## src/hw/rtl/phsc_pkg.sv

```systemverilog
// ----------------------------------------------------------------------------
// phsc_pkg: shared types and constants of the hazard stall counter
// RISC-V opcode values, instruction field positions and the decode struct.
// ----------------------------------------------------------------------------
package phsc_pkg;

   localparam int INSTR_BITS = 32;
   localparam int TOTAL_BITS = 48;
   localparam int OPCODE_BITS = 7;
   localparam int REG_BITS = 5;
   localparam int PENALTY_BITS = 2;

   localparam int RD_LSB = 7;
   localparam int RS1_LSB = 15;
   localparam int RS2_LSB = 20;

   typedef logic [INSTR_BITS-1:0] instr_type;
   typedef logic [TOTAL_BITS-1:0] total_type;
   typedef logic [OPCODE_BITS-1:0] opcode_type;
   typedef logic [REG_BITS-1:0] reg_type;
   typedef logic [PENALTY_BITS-1:0] penalty_type;

   localparam opcode_type OPC_LOAD = 7'h03;
   localparam opcode_type OPC_IMM = 7'h13;
   localparam opcode_type OPC_STORE = 7'h23;
   localparam opcode_type OPC_REG = 7'h33;
   localparam opcode_type OPC_BRANCH = 7'h63;
   localparam opcode_type OPC_JALR = 7'h67;
   localparam opcode_type OPC_JAL = 7'h6F;

   localparam penalty_type PEN_NONE = 2'd0;
   localparam penalty_type PEN_JAL = 2'd1;
   localparam penalty_type PEN_FLUSH = 2'd2;

   typedef struct packed {
      logic        bubble;
      logic        redirect;
      penalty_type penalty;
      reg_type     load_dest;
   } hazard_type;

endpackage

```

## src/hw/rtl/phsc_ifs.sv

```systemverilog
// ----------------------------------------------------------------------------
// phsc_ifs: request and response channels of the hazard stall counter
// Valid/ready channels; a transaction moves when valid and ready are high.
// ----------------------------------------------------------------------------
interface phsc_req_if;
   logic                valid;
   logic                ready;
   phsc_pkg::instr_type instruction;
   logic                redirected;

   modport source (output valid, output instruction, output redirected, input ready);
   modport sink (input valid, input instruction, input redirected, output ready);
endinterface

interface phsc_rsp_if;
   logic                  valid;
   logic                  ready;
   logic                  load_use_bubble;
   phsc_pkg::penalty_type control_penalty;
   phsc_pkg::total_type   instruction_total;
   phsc_pkg::total_type   load_use_total;
   phsc_pkg::total_type   control_event_total;
   phsc_pkg::total_type   control_cycle_total;
   phsc_pkg::total_type   cycle_total;

   modport source (
      output valid, output load_use_bubble, output control_penalty,
      output instruction_total, output load_use_total, output control_event_total,
      output control_cycle_total, output cycle_total, input ready
   );
   modport sink (
      input valid, input load_use_bubble, input control_penalty,
      input instruction_total, input load_use_total, input control_event_total,
      input control_cycle_total, input cycle_total, output ready
   );
endinterface

```

## src/hw/rtl/phsc_decode.sv

```systemverilog
// ----------------------------------------------------------------------------
// phsc_decode: operand decode and hazard classification
// Finds load-use hits against the pending load and the redirect penalty.
// ----------------------------------------------------------------------------
module phsc_decode (
   input  phsc_pkg::instr_type  instruction,
   input  logic                 redirected,
   input  phsc_pkg::reg_type    pend_dest,
   output phsc_pkg::hazard_type hazard
);

   phsc_pkg::opcode_type opcode;
   phsc_pkg::reg_type    rs1;
   phsc_pkg::reg_type    rs2;
   phsc_pkg::reg_type    rd;
   logic                 use1;
   logic                 use2;

   assign opcode = instruction[phsc_pkg::OPCODE_BITS-1:0];
   assign rs1 = instruction[phsc_pkg::RS1_LSB +: phsc_pkg::REG_BITS];
   assign rs2 = instruction[phsc_pkg::RS2_LSB +: phsc_pkg::REG_BITS];
   assign rd = instruction[phsc_pkg::RD_LSB +: phsc_pkg::REG_BITS];

   always_comb begin
      use1 = 1'b0;
      use2 = 1'b0;
      unique case (opcode) inside
         phsc_pkg::OPC_REG, phsc_pkg::OPC_STORE, phsc_pkg::OPC_BRANCH: begin
            use1 = 1'b1;
            use2 = 1'b1;
         end
         phsc_pkg::OPC_IMM, phsc_pkg::OPC_LOAD, phsc_pkg::OPC_JALR: begin
            use1 = 1'b1;
         end
         default: begin
            use1 = 1'b0;
            use2 = 1'b0;
         end
      endcase
   end

   always_comb begin
      hazard.bubble = (pend_dest != '0) &&
                      ((use1 && (rs1 == pend_dest)) || (use2 && (rs2 == pend_dest)));
      hazard.redirect = redirected;
      if (!redirected) begin
         hazard.penalty = phsc_pkg::PEN_NONE;
      end else if (opcode == phsc_pkg::OPC_JAL) begin
         hazard.penalty = phsc_pkg::PEN_JAL;
      end else begin
         hazard.penalty = phsc_pkg::PEN_FLUSH;
      end
      hazard.load_dest = (opcode == phsc_pkg::OPC_LOAD) ? rd : '0;
   end

endmodule

```

## src/hw/rtl/phsc_counters.sv

```systemverilog
// ----------------------------------------------------------------------------
// phsc_counters: pending load register and saturating event counters
// Updates all running totals, including the capped cycle total, per advance.
// ----------------------------------------------------------------------------
module phsc_counters #(
   parameter int STAGE_COUNT = 5,
   parameter int COUNTER_BITS = 48
) (
   input  logic                     clock,
   input  logic                     reset,
   input  logic                     advance,
   input  phsc_pkg::hazard_type     hazard,
   output phsc_pkg::reg_type        pend_dest,
   output logic [COUNTER_BITS-1:0]  inst_total,
   output logic [COUNTER_BITS-1:0]  lu_total,
   output logic [COUNTER_BITS-1:0]  ce_total,
   output logic [COUNTER_BITS-1:0]  cc_total,
   output logic [COUNTER_BITS-1:0]  cyc_total
);

   localparam int DELTA_BITS = $clog2(STAGE_COUNT + 4);
   localparam logic [DELTA_BITS-1:0] FILL = DELTA_BITS'(STAGE_COUNT - 1);

   phsc_pkg::reg_type       pend_ff, pend_in;
   logic [COUNTER_BITS-1:0] inst_ff, inst_in;
   logic [COUNTER_BITS-1:0] lu_ff, lu_in;
   logic [COUNTER_BITS-1:0] ce_ff, ce_in;
   logic [COUNTER_BITS-1:0] cc_ff, cc_in;
   logic [COUNTER_BITS-1:0] cyc_ff, cyc_in;

   logic                    inst_step;
   logic                    lu_step;
   logic                    ce_step;
   logic [COUNTER_BITS:0]   cc_sum;
   phsc_pkg::penalty_type   cc_step;
   logic [DELTA_BITS-1:0]   fill;
   logic [DELTA_BITS-1:0]   delta;
   logic [COUNTER_BITS:0]   cyc_sum;

   always_comb begin
      inst_step = (inst_ff != '1);
      lu_step = hazard.bubble && (lu_ff != '1);
      ce_step = hazard.redirect && (ce_ff != '1);
      cc_sum = {1'b0, cc_ff} + (COUNTER_BITS + 1)'(hazard.penalty);
      if (!cc_sum[COUNTER_BITS]) begin
         cc_step = hazard.penalty;
      end else if (cc_ff == '1) begin
         cc_step = phsc_pkg::PEN_NONE;
      end else begin
         cc_step = phsc_pkg::PEN_JAL;
      end
      fill = (inst_ff == '0) ? FILL : '0;
      delta = DELTA_BITS'(inst_step) + fill + DELTA_BITS'(lu_step) + DELTA_BITS'(cc_step);
      cyc_sum = {1'b0, cyc_ff} + (COUNTER_BITS + 1)'(delta);
   end

   always_comb begin
      pend_in = hazard.load_dest;
      inst_in = inst_ff + COUNTER_BITS'(inst_step);
      lu_in = lu_ff + COUNTER_BITS'(lu_step);
      ce_in = ce_ff + COUNTER_BITS'(ce_step);
      cc_in = cc_sum[COUNTER_BITS] ? '1 : cc_sum[COUNTER_BITS-1:0];
      cyc_in = cyc_sum[COUNTER_BITS] ? '1 : cyc_sum[COUNTER_BITS-1:0];
   end

   always_ff @(posedge clock) begin
      if (reset) begin
         pend_ff <= '0;
         inst_ff <= '0;
         lu_ff <= '0;
         ce_ff <= '0;
         cc_ff <= '0;
         cyc_ff <= '0;
      end else if (advance) begin
         pend_ff <= pend_in;
         inst_ff <= inst_in;
         lu_ff <= lu_in;
         ce_ff <= ce_in;
         cc_ff <= cc_in;
         cyc_ff <= cyc_in;
      end
   end

   assign pend_dest = pend_ff;
   assign inst_total = inst_ff;
   assign lu_total = lu_ff;
   assign ce_total = ce_ff;
   assign cc_total = cc_ff;
   assign cyc_total = cyc_ff;

endmodule

```

## src/hw/rtl/pipeline_hazard_stall_counter.sv

```systemverilog
// ----------------------------------------------------------------------------
// pipeline_hazard_stall_counter: load-use and redirect stall accounting
// Input register, then output register; one transaction per cycle while the
// response side is ready, set by the combinational decode and counter update.
// Reset clears the counters, the pending load and both valid flags.
// ----------------------------------------------------------------------------
module pipeline_hazard_stall_counter #(
   parameter int STAGE_COUNT = 5,
   parameter int COUNTER_BITS = 48
) (
   input logic         clock,
   input logic         reset,
   phsc_req_if.sink    req_chan,
   phsc_rsp_if.source  rsp_chan
);

   logic                  in_valid_ff, in_valid_in;
   phsc_pkg::instr_type   instr_ff, instr_in;
   logic                  redir_ff, redir_in;
   logic                  out_valid_ff, out_valid_in;
   logic                  bubble_ff, bubble_in;
   phsc_pkg::penalty_type penalty_ff, penalty_in;

   logic                    accept;
   logic                    advance;
   phsc_pkg::hazard_type    hazard;
   phsc_pkg::reg_type       pend_dest;
   logic [COUNTER_BITS-1:0] inst_total;
   logic [COUNTER_BITS-1:0] lu_total;
   logic [COUNTER_BITS-1:0] ce_total;
   logic [COUNTER_BITS-1:0] cc_total;
   logic [COUNTER_BITS-1:0] cyc_total;

   assign advance = in_valid_ff && (!out_valid_ff || rsp_chan.ready);
   assign req_chan.ready = !in_valid_ff || advance;
   assign accept = req_chan.valid && req_chan.ready;

   always_comb begin
      in_valid_in = accept ? 1'b1 : (advance ? 1'b0 : in_valid_ff);
      instr_in = req_chan.instruction;
      redir_in = req_chan.redirected;
      out_valid_in = advance ? 1'b1 : (rsp_chan.ready ? 1'b0 : out_valid_ff);
      bubble_in = hazard.bubble;
      penalty_in = hazard.penalty;
   end

   always_ff @(posedge clock) begin
      if (reset) begin
         in_valid_ff <= 1'b0;
         out_valid_ff <= 1'b0;
      end else begin
         in_valid_ff <= in_valid_in;
         out_valid_ff <= out_valid_in;
      end
   end

   always_ff @(posedge clock) begin
      if (accept) begin
         instr_ff <= instr_in;
         redir_ff <= redir_in;
      end
      if (advance) begin
         bubble_ff <= bubble_in;
         penalty_ff <= penalty_in;
      end
   end

   phsc_decode u_decode (
      .instruction (instr_ff),
      .redirected  (redir_ff),
      .pend_dest   (pend_dest),
      .hazard      (hazard)
   );

   phsc_counters #(
      .STAGE_COUNT  (STAGE_COUNT),
      .COUNTER_BITS (COUNTER_BITS)
   ) u_counters (
      .clock      (clock),
      .reset      (reset),
      .advance    (advance),
      .hazard     (hazard),
      .pend_dest  (pend_dest),
      .inst_total (inst_total),
      .lu_total   (lu_total),
      .ce_total   (ce_total),
      .cc_total   (cc_total),
      .cyc_total  (cyc_total)
   );

   assign rsp_chan.valid = out_valid_ff;
   assign rsp_chan.load_use_bubble = bubble_ff;
   assign rsp_chan.control_penalty = penalty_ff;
   assign rsp_chan.instruction_total = phsc_pkg::total_type'(inst_total);
   assign rsp_chan.load_use_total = phsc_pkg::total_type'(lu_total);
   assign rsp_chan.control_event_total = phsc_pkg::total_type'(ce_total);
   assign rsp_chan.control_cycle_total = phsc_pkg::total_type'(cc_total);
   assign rsp_chan.cycle_total = phsc_pkg::total_type'(cyc_total);

`ifndef SYNTH
   a_inst_count_step: assert property (@(posedge clock) disable iff (reset)
      (advance && (inst_total != '1)) |=> (inst_total == $past(inst_total) + 1'b1))
      else $error("instruction total did not advance by one");

   a_bubble_needs_load: assert property (@(posedge clock) disable iff (reset)
      (advance && hazard.bubble) |-> (pend_dest != '0))
      else $error("load-use bubble without a pending load");

   a_cycles_cover_insts: assert property (@(posedge clock) disable iff (reset)
      cyc_total >= inst_total)
      else $error("cycle total below instruction total");

   a_counters_hold: assert property (@(posedge clock) disable iff (reset)
      !advance |=> $stable(cyc_total) && $stable(lu_total))
      else $error("totals changed without a transaction");
`endif

endmodule

```

## src/flat_wrapper.sv

```systemverilog
// flat-port wrapper written by rule: the top's interface ports become plain ports
module pipeline_hazard_stall_counter_flat 
#(
   parameter int STAGE_COUNT = 5,
   parameter int COUNTER_BITS = 48
)
  (clock, reset, req_chan_valid, req_chan_instruction, req_chan_redirected, req_chan_ready, rsp_chan_valid, rsp_chan_load_use_bubble, rsp_chan_control_penalty, rsp_chan_instruction_total, rsp_chan_load_use_total, rsp_chan_control_event_total, rsp_chan_control_cycle_total, rsp_chan_cycle_total, rsp_chan_ready);
  phsc_req_if req_chan_i ();
  phsc_rsp_if rsp_chan_i ();
  input logic clock;
  input logic reset;
  input wire logic [$bits(req_chan_i.valid)-1:0] req_chan_valid;
  input wire logic [$bits(req_chan_i.instruction)-1:0] req_chan_instruction;
  input wire logic [$bits(req_chan_i.redirected)-1:0] req_chan_redirected;
  output wire logic [$bits(req_chan_i.ready)-1:0] req_chan_ready;
  output wire logic [$bits(rsp_chan_i.valid)-1:0] rsp_chan_valid;
  output wire logic [$bits(rsp_chan_i.load_use_bubble)-1:0] rsp_chan_load_use_bubble;
  output wire logic [$bits(rsp_chan_i.control_penalty)-1:0] rsp_chan_control_penalty;
  output wire logic [$bits(rsp_chan_i.instruction_total)-1:0] rsp_chan_instruction_total;
  output wire logic [$bits(rsp_chan_i.load_use_total)-1:0] rsp_chan_load_use_total;
  output wire logic [$bits(rsp_chan_i.control_event_total)-1:0] rsp_chan_control_event_total;
  output wire logic [$bits(rsp_chan_i.control_cycle_total)-1:0] rsp_chan_control_cycle_total;
  output wire logic [$bits(rsp_chan_i.cycle_total)-1:0] rsp_chan_cycle_total;
  input wire logic [$bits(rsp_chan_i.ready)-1:0] rsp_chan_ready;
  assign req_chan_i.valid = req_chan_valid;
  assign req_chan_i.instruction = req_chan_instruction;
  assign req_chan_i.redirected = req_chan_redirected;
  assign req_chan_ready = req_chan_i.ready;
  assign rsp_chan_valid = rsp_chan_i.valid;
  assign rsp_chan_load_use_bubble = rsp_chan_i.load_use_bubble;
  assign rsp_chan_control_penalty = rsp_chan_i.control_penalty;
  assign rsp_chan_instruction_total = rsp_chan_i.instruction_total;
  assign rsp_chan_load_use_total = rsp_chan_i.load_use_total;
  assign rsp_chan_control_event_total = rsp_chan_i.control_event_total;
  assign rsp_chan_control_cycle_total = rsp_chan_i.control_cycle_total;
  assign rsp_chan_cycle_total = rsp_chan_i.cycle_total;
  assign rsp_chan_i.ready = rsp_chan_ready;
  pipeline_hazard_stall_counter #(.STAGE_COUNT(STAGE_COUNT), .COUNTER_BITS(COUNTER_BITS)) u_core (.clock(clock), .reset(reset), .req_chan(req_chan_i), .rsp_chan(rsp_chan_i));
endmodule
```

## config.mk

```make
export PLATFORM = sky130hd
export DESIGN_NAME = pipeline_hazard_stall_counter_flat
export DESIGN_NICKNAME = d
export VERILOG_FILES = /design/src/hw/rtl/phsc_pkg.sv /design/src/hw/rtl/phsc_ifs.sv /design/src/hw/rtl/phsc_decode.sv /design/src/hw/rtl/phsc_counters.sv /design/src/hw/rtl/pipeline_hazard_stall_counter.sv /design/src/flat_wrapper.sv
export SDC_FILE = /design/constraint.sdc
export NUM_CORES = 1
export LEC_CHECK = 0
export CAP_MARGIN = 20
export CORE_MARGIN = 3
export CORE_UTILIZATION = 57
export DETAILED_ROUTE_END_ITERATION = 6
export DONT_BUFFER_PORTS = 1
export GPL_ROUTABILITY_DRIVEN = 0
export GPL_TIMING_DRIVEN = 0
export PLACE_DENSITY = 0.75
export SYNTH_ARGS = -nofsm -noshare
export SYNTH_HDL_FRONTEND = slang
export SYNTH_SLANG_ARGS = --single-unit
```

## constraint.sdc

```tcl
create_clock -name clock -period 4.4 [get_ports clock]
set_input_delay 0.88 -clock clock [delete_from_list [all_inputs] [get_ports clock]]
set_output_delay 0.88 -clock clock [all_outputs]
set_load 0.03 [all_outputs]
```

Yosys cells after proc, flatten, opt, wreduce, memory -nomap -nowiden
Cells that the tools add are included.

Reductions and logical operators: 18. Add/subtract/negate cells: 8. Muxes and demuxes: 14. Equality and inequality tests: 13.

Operators by type and width (number): $add A48 B1 Y48 (3); $ne A48 B48 Y1 const B (3); $mux W48 (2); $add A48 B2 Y49 (1); $add A48 B4 Y49 (1); $eq A48 B48 Y1 const B (1); $logic_not A48 Y1 (1); $eq A7 B7 Y1 const B (3); $eq A7 B6 Y1 const B (2); $eq A5 B5 Y1 (2); $eq A7 B2 Y1 const B (1); $eq A7 B5 Y1 const B (1); $logic_and A1 B1 Y1 (7); $mux W1 (7); $mux W2 (3); $reduce_or A6 Y1 (1); $mux W5 (1); $reduce_bool A5 Y1 (1); $add A1 B3 Y4 (1); $add A4 B1 Y4 (1); $add A4 B2 Y4 (1); $reduce_bool A2 Y1 (2); $logic_or A1 B1 Y1 (3); $mux W3 (1); 2 further kinds (3).

Logic and storage cells: 65. Bits in registers: 276. Input port bits: 37.

Logic depth before layout (Yosys ltp)
Depth in word-level cells: 11. Depth in mapped cells: 19.

Hierarchy
Synthesis repeated with hierarchy kept, for this count alone.

Cell total of the unflattened synthesis: 1510. Area total of the unflattened synthesis: 13503.0 um^2.

By module, submodules not included: phsc_counters (cells each 1428, sequential area each 4904.7 um^2, instances 1, area an instance 12075.3 um^2); pipeline_hazard_stall_counter (cells each 46, sequential area each 1121.1 um^2, instances 1, area an instance 1184.9 um^2); phsc_decode (cells each 36, sequential area each 0.0 um^2, instances 1, area an instance 242.7 um^2).

Least setup slack after synthesis
OpenSTA, ideal clock, no wires.

Path kind: register to register. From: reg u_core.instr_ff[4]. To: reg u_core.u_counters.cyc_ff[10] (netlist: u_core.u_counters.cyc_total[10]). Required time: 4.268 ns. Stages on the path, launching flop included: 19. Data arrival time: 4.463 ns. Library setup time: 0.132 ns. Path slack: -0.196 ns. Clock period less this slack: 4.596 ns. Cells stage by stage: edfxtp_1 nor4_1 and2_1 ha_1 fa_1 nand3_1 or4_1 a21oi_1 a21oi_1 fa_1 inv_1 ha_1 fa_1 a31o_2 and4_1 nand3_1 clkbuf_1 clkbuf_1 a21oi_1.

RTL lines: from (decl) (RTL line pipeline_hazard_stall_counter.sv:18) `phsc_pkg::instr_type instr_ff, instr_in;`; from (signal assigned) (RTL line pipeline_hazard_stall_counter.sv:59) `instr_ff <= instr_in;`; to (signal assigned) (RTL line phsc_counters.sv:80) `cyc_ff <= cyc_in;`; to (decl) (RTL line phsc_counters.sv:29) `logic [COUNTER_BITS-1:0] cyc_ff, cyc_in;`.

==> impl_metrics.env <==
export IMPL_finalHoldViolCount=0
export IMPL_clk_pin_slew_worst_paths_ps=60
export IMPL_synth_mux_area_share_pct=0.0797
export IMPL_async_flop_share_pct=0
export IMPL_antenna_found_initial=11
export IMPL_setup_viol=3
export IMPL_cts_tree="done"
export IMPL_totalWireLength_um=35600
export IMPL_path_buf_inv=1
export IMPL_p_leak_nw=5.00
export IMPL_hold_path_class="in -> reg"
export IMPL_max_cap_violations=0
export IMPL_arrival_ps=4870
export IMPL_synth_edf_count=26
export IMPL_peakVddDrop_uv=385
export IMPL_cts_htree_levels=1
export IMPL_fmax_mhz=226
export IMPL_netlist_area_um2=12600
export IMPL_synth_simple_area_share_pct=28.5
export IMPL_area_growth_pct=16.1
export IMPL_clockBufferDepth=3
export IMPL_cts_sinks=273
export IMPL_cts_root_buf="clkbuf_16"
export IMPL_port_buffers=0
export IMPL_netlist_area_leader_share_pct=39.4
export IMPL_wl_per_cell_um=20.0
export IMPL_row_count=53
export IMPL_syn_avg_cell_area_um2=8.85
export IMPL_die_area_um2=23800
export IMPL_die_height_um=154
export IMPL_worst_setup_path_type="reg -> reg"
export IMPL_start_util_pct=58.8
export IMPL_first_pass_iters=5
export IMPL_cp_max_fo=6
export IMPL_ant_nets=0
export IMPL_grt_pass1_wl_um=55300
export IMPL_hpwl_um=24700
export IMPL_vias=10770
export IMPL_postLayoutCellArea_um2=14600
export IMPL_nNetsFinal=1528
export IMPL_clock_latency_ps=550
export IMPL_seq_area_frac_synth_pct=45.6
export IMPL_first_global_vias=10235
export IMPL_hold_buffers=0
export IMPL_yosysWarnings=0
export IMPL_synth_cell_type_count=57
export IMPL_tns_ps=-67.4
export IMPL_rsz0062_at_grt="true"
export IMPL_status="complete, but fails checks"
export IMPL_final_util_pct=68.2
export IMPL_synthFlopType="dfxtp_1"
export IMPL_fin_crit_ps=4430
export IMPL_crit_chain="nand3_2 > nor4_4 > and2_4 > ha_4 > fa_2 > nand3_2 > or4_4 > a21oi_2 > a21oi_2 > fa_1 > inv_2 > ha_4 > fa_2 > a31o_4 > nand2_1 > nor3_2 > and4_1 > nor3_1"
export IMPL_synth_fa_ha_area_share_pct=1.87
export IMPL_maxSlewViolCount=0
export IMPL_die_x_um=154
export IMPL_syn_inst=1419
export IMPL_slowest_delay_ps=600
export IMPL_finalCritPeriodShare_pct=101
export IMPL_gr_usage_all_layers_pct=28.1
export IMPL_drive_above_1_share_pct=12.3
export IMPL_overflow=0
export IMPL_critPathTopFamily="simple AND/OR/NAND/NOR gates"
export IMPL_fin_skew_ps=11.1
export IMPL_dpl_cell_area_um2=12900
export IMPL_layout_setup_ws_ps=-32.9
export IMPL_worst_pin_slew_ps=919
export IMPL_vias_per_cell=6.06
export IMPL_synthXorXnorAreaFrac_pct=14.9
export IMPL_cp_start_kind="flip-flop"
export IMPL_power_total_mw=5.24
export IMPL_cp_required_ps=4840
export IMPL_cts_inserted_buffers=29
export IMPL_critPathSlowestCell="or4_4"
export IMPL_slew_headroom_pct=38.2
export IMPL_cp_end_kind="flip-flop"
export IMPL_synth_top_family_by_area="simple AND/OR/NAND/NOR gates"
export IMPL_num_io_pins=282
export IMPL_synth_area_top_cells="dfxtp_1, xor2_1, xnor2_1, edfxtp_1, nor2_1"
export IMPL_violations="negative setup slack"
export IMPL_synth_compound_area_share_pct=6.38
export IMPL_drc_errors=0
export IMPL_p_per_area_nw_per_um2=360
export IMPL_coreArea_um2=21400
export IMPL_synth_seq_cells=273
export IMPL_drtIter0Drc=758
export IMPL_grt_max_degree=24
export IMPL_netlist_top_cell_by_area="dfxtp_1"
export IMPL_synth_nets=1473
==> cell type report <==
| cell class | instances | area, µm² |
|---|---|---|
| Antenna cell | 6 | 15.0 |
| Buffer | 54 | 282 |
| Clock buffer | 33 | 772 |
| Clock inverter | 21 | 215 |
| Fill cell | 1689 | 6790 |
| Inverter | 30 | 113 |
| Multi-Input combinational cell | 1062 | 6820 |
| Sequential cell | 273 | 5770 |
| Tap cell | 275 | 344 |
| Timing Repair Buffer | 24 | 236 |
==> layer usage <==
metal  vias to the layer above  track usage, %  part of all wire (%)
li1                       5119               -                     -
met1                      5131            35.0                    40
met2                       414            46.2                    47
met3                        94            9.04                   9.5
met4                        12            9.25                   3.6
met5                         -               0                  0.23
==> report_power, final <==
group / switching [mW] / internal, mW / total [mW]
Combinational: 0.110 / 0.0478 / 0.158
Clock: 1.02 / 1.49 / 2.51
Sequential: 0.0383 / 2.53 / 2.57
==> metrics by stage <==
step	hold slack [ps]	std cells	setup WS (ps)
finish	426	1778	-32.9
global route	404	1777	-211
CTS	402	1760	0.693
detailed placement	473	1694	-742
global placement	465	1694	-694
floorplan	459	1419	1.94
==> sequential cells by signal, summed over array words and instances, names as in the netlist, 2 cells and up <==
register                         flops
u_core.u_counters.cc_total          48
u_core.u_counters.lu_total          48
u_core.u_counters.ce_total          48
u_core.rsp_chan.control_penalty      2
u_core.u_counters.cyc_total         48
u_core.u_counters.pend_dest          5
u_core.instr_ff                     22
u_core.u_counters.inst_total        48
==> worst paths after layout <==
kind,from,to,slack (ps),depth (start not counted)
worst max-delay path,u_core.instr_ff[6]$_DFFE_PP_,u_core.u_counters.cyc_total[46]$_SDFFE_PP0P_,-30,18
worst min-delay path,req_chan_instruction[7],u_core.instr_ff[7]$_DFFE_PP_,430,0
worst max register to register,u_core.instr_ff[6]$_DFFE_PP_,u_core.u_counters.cyc_total[46]$_SDFFE_PP0P_,-30,18
worst min register to register,u_core.instr_ff[8]$_DFFE_PP_,u_core.u_counters.pend_dest[1]$_SDFFE_PP0P_,480,2
==> cell usage after synthesis (6+ instances only) <==
master and instances:
nor3_1 51, a21oi_1 81, nand2_1 97, xnor2_1 98
nor2_1 202, nor4_1 30, nor3_2 12, nand4_1 68
ha_1 14, dfxtp_1 247, edfxtp_1 26, nand3_1 92
and2_1 11, and4_1 29, and3_1 44, inv_1 30
or3_1 13, xor2_1 115, o21ai_1 6, o21ai_0 34
clkbuf_1 44
==> timing repair <==
item,in CTS,in global routing
gates cloned,2,1
gates resized for setup,56,72
endpoints found under the setup margin,49,59
pin swaps,8,17
setup buffers,10,10
endpoints found under the hold margin,0,0
==> cell families after synthesis <==
family / Yosys count
AND/OR/NAND/NOR: 686
flip-flops: 273
XOR/XNOR: 213
AO/OA/AOI/OAI: 145
buffers and inverters: 84
adder cells (fa/ha/maj): 17
multiplexers: 1
==> placed cells by master (no fill, tap or decap), drive strengths merged, types with 40 or more instances in the layout <==
master,synthesis,routed
xnor2,98,98
o21ai,40,40
nor2,202,202
xor2,115,115
and3,44,44
nand3,92,92
a21oi,81,81
clkbuf,44,75
dfxtp,247,247
nand4,70,70
nor3,63,63
nand2,97,97
Note: power is estimated with default switching activity, not from simulation.
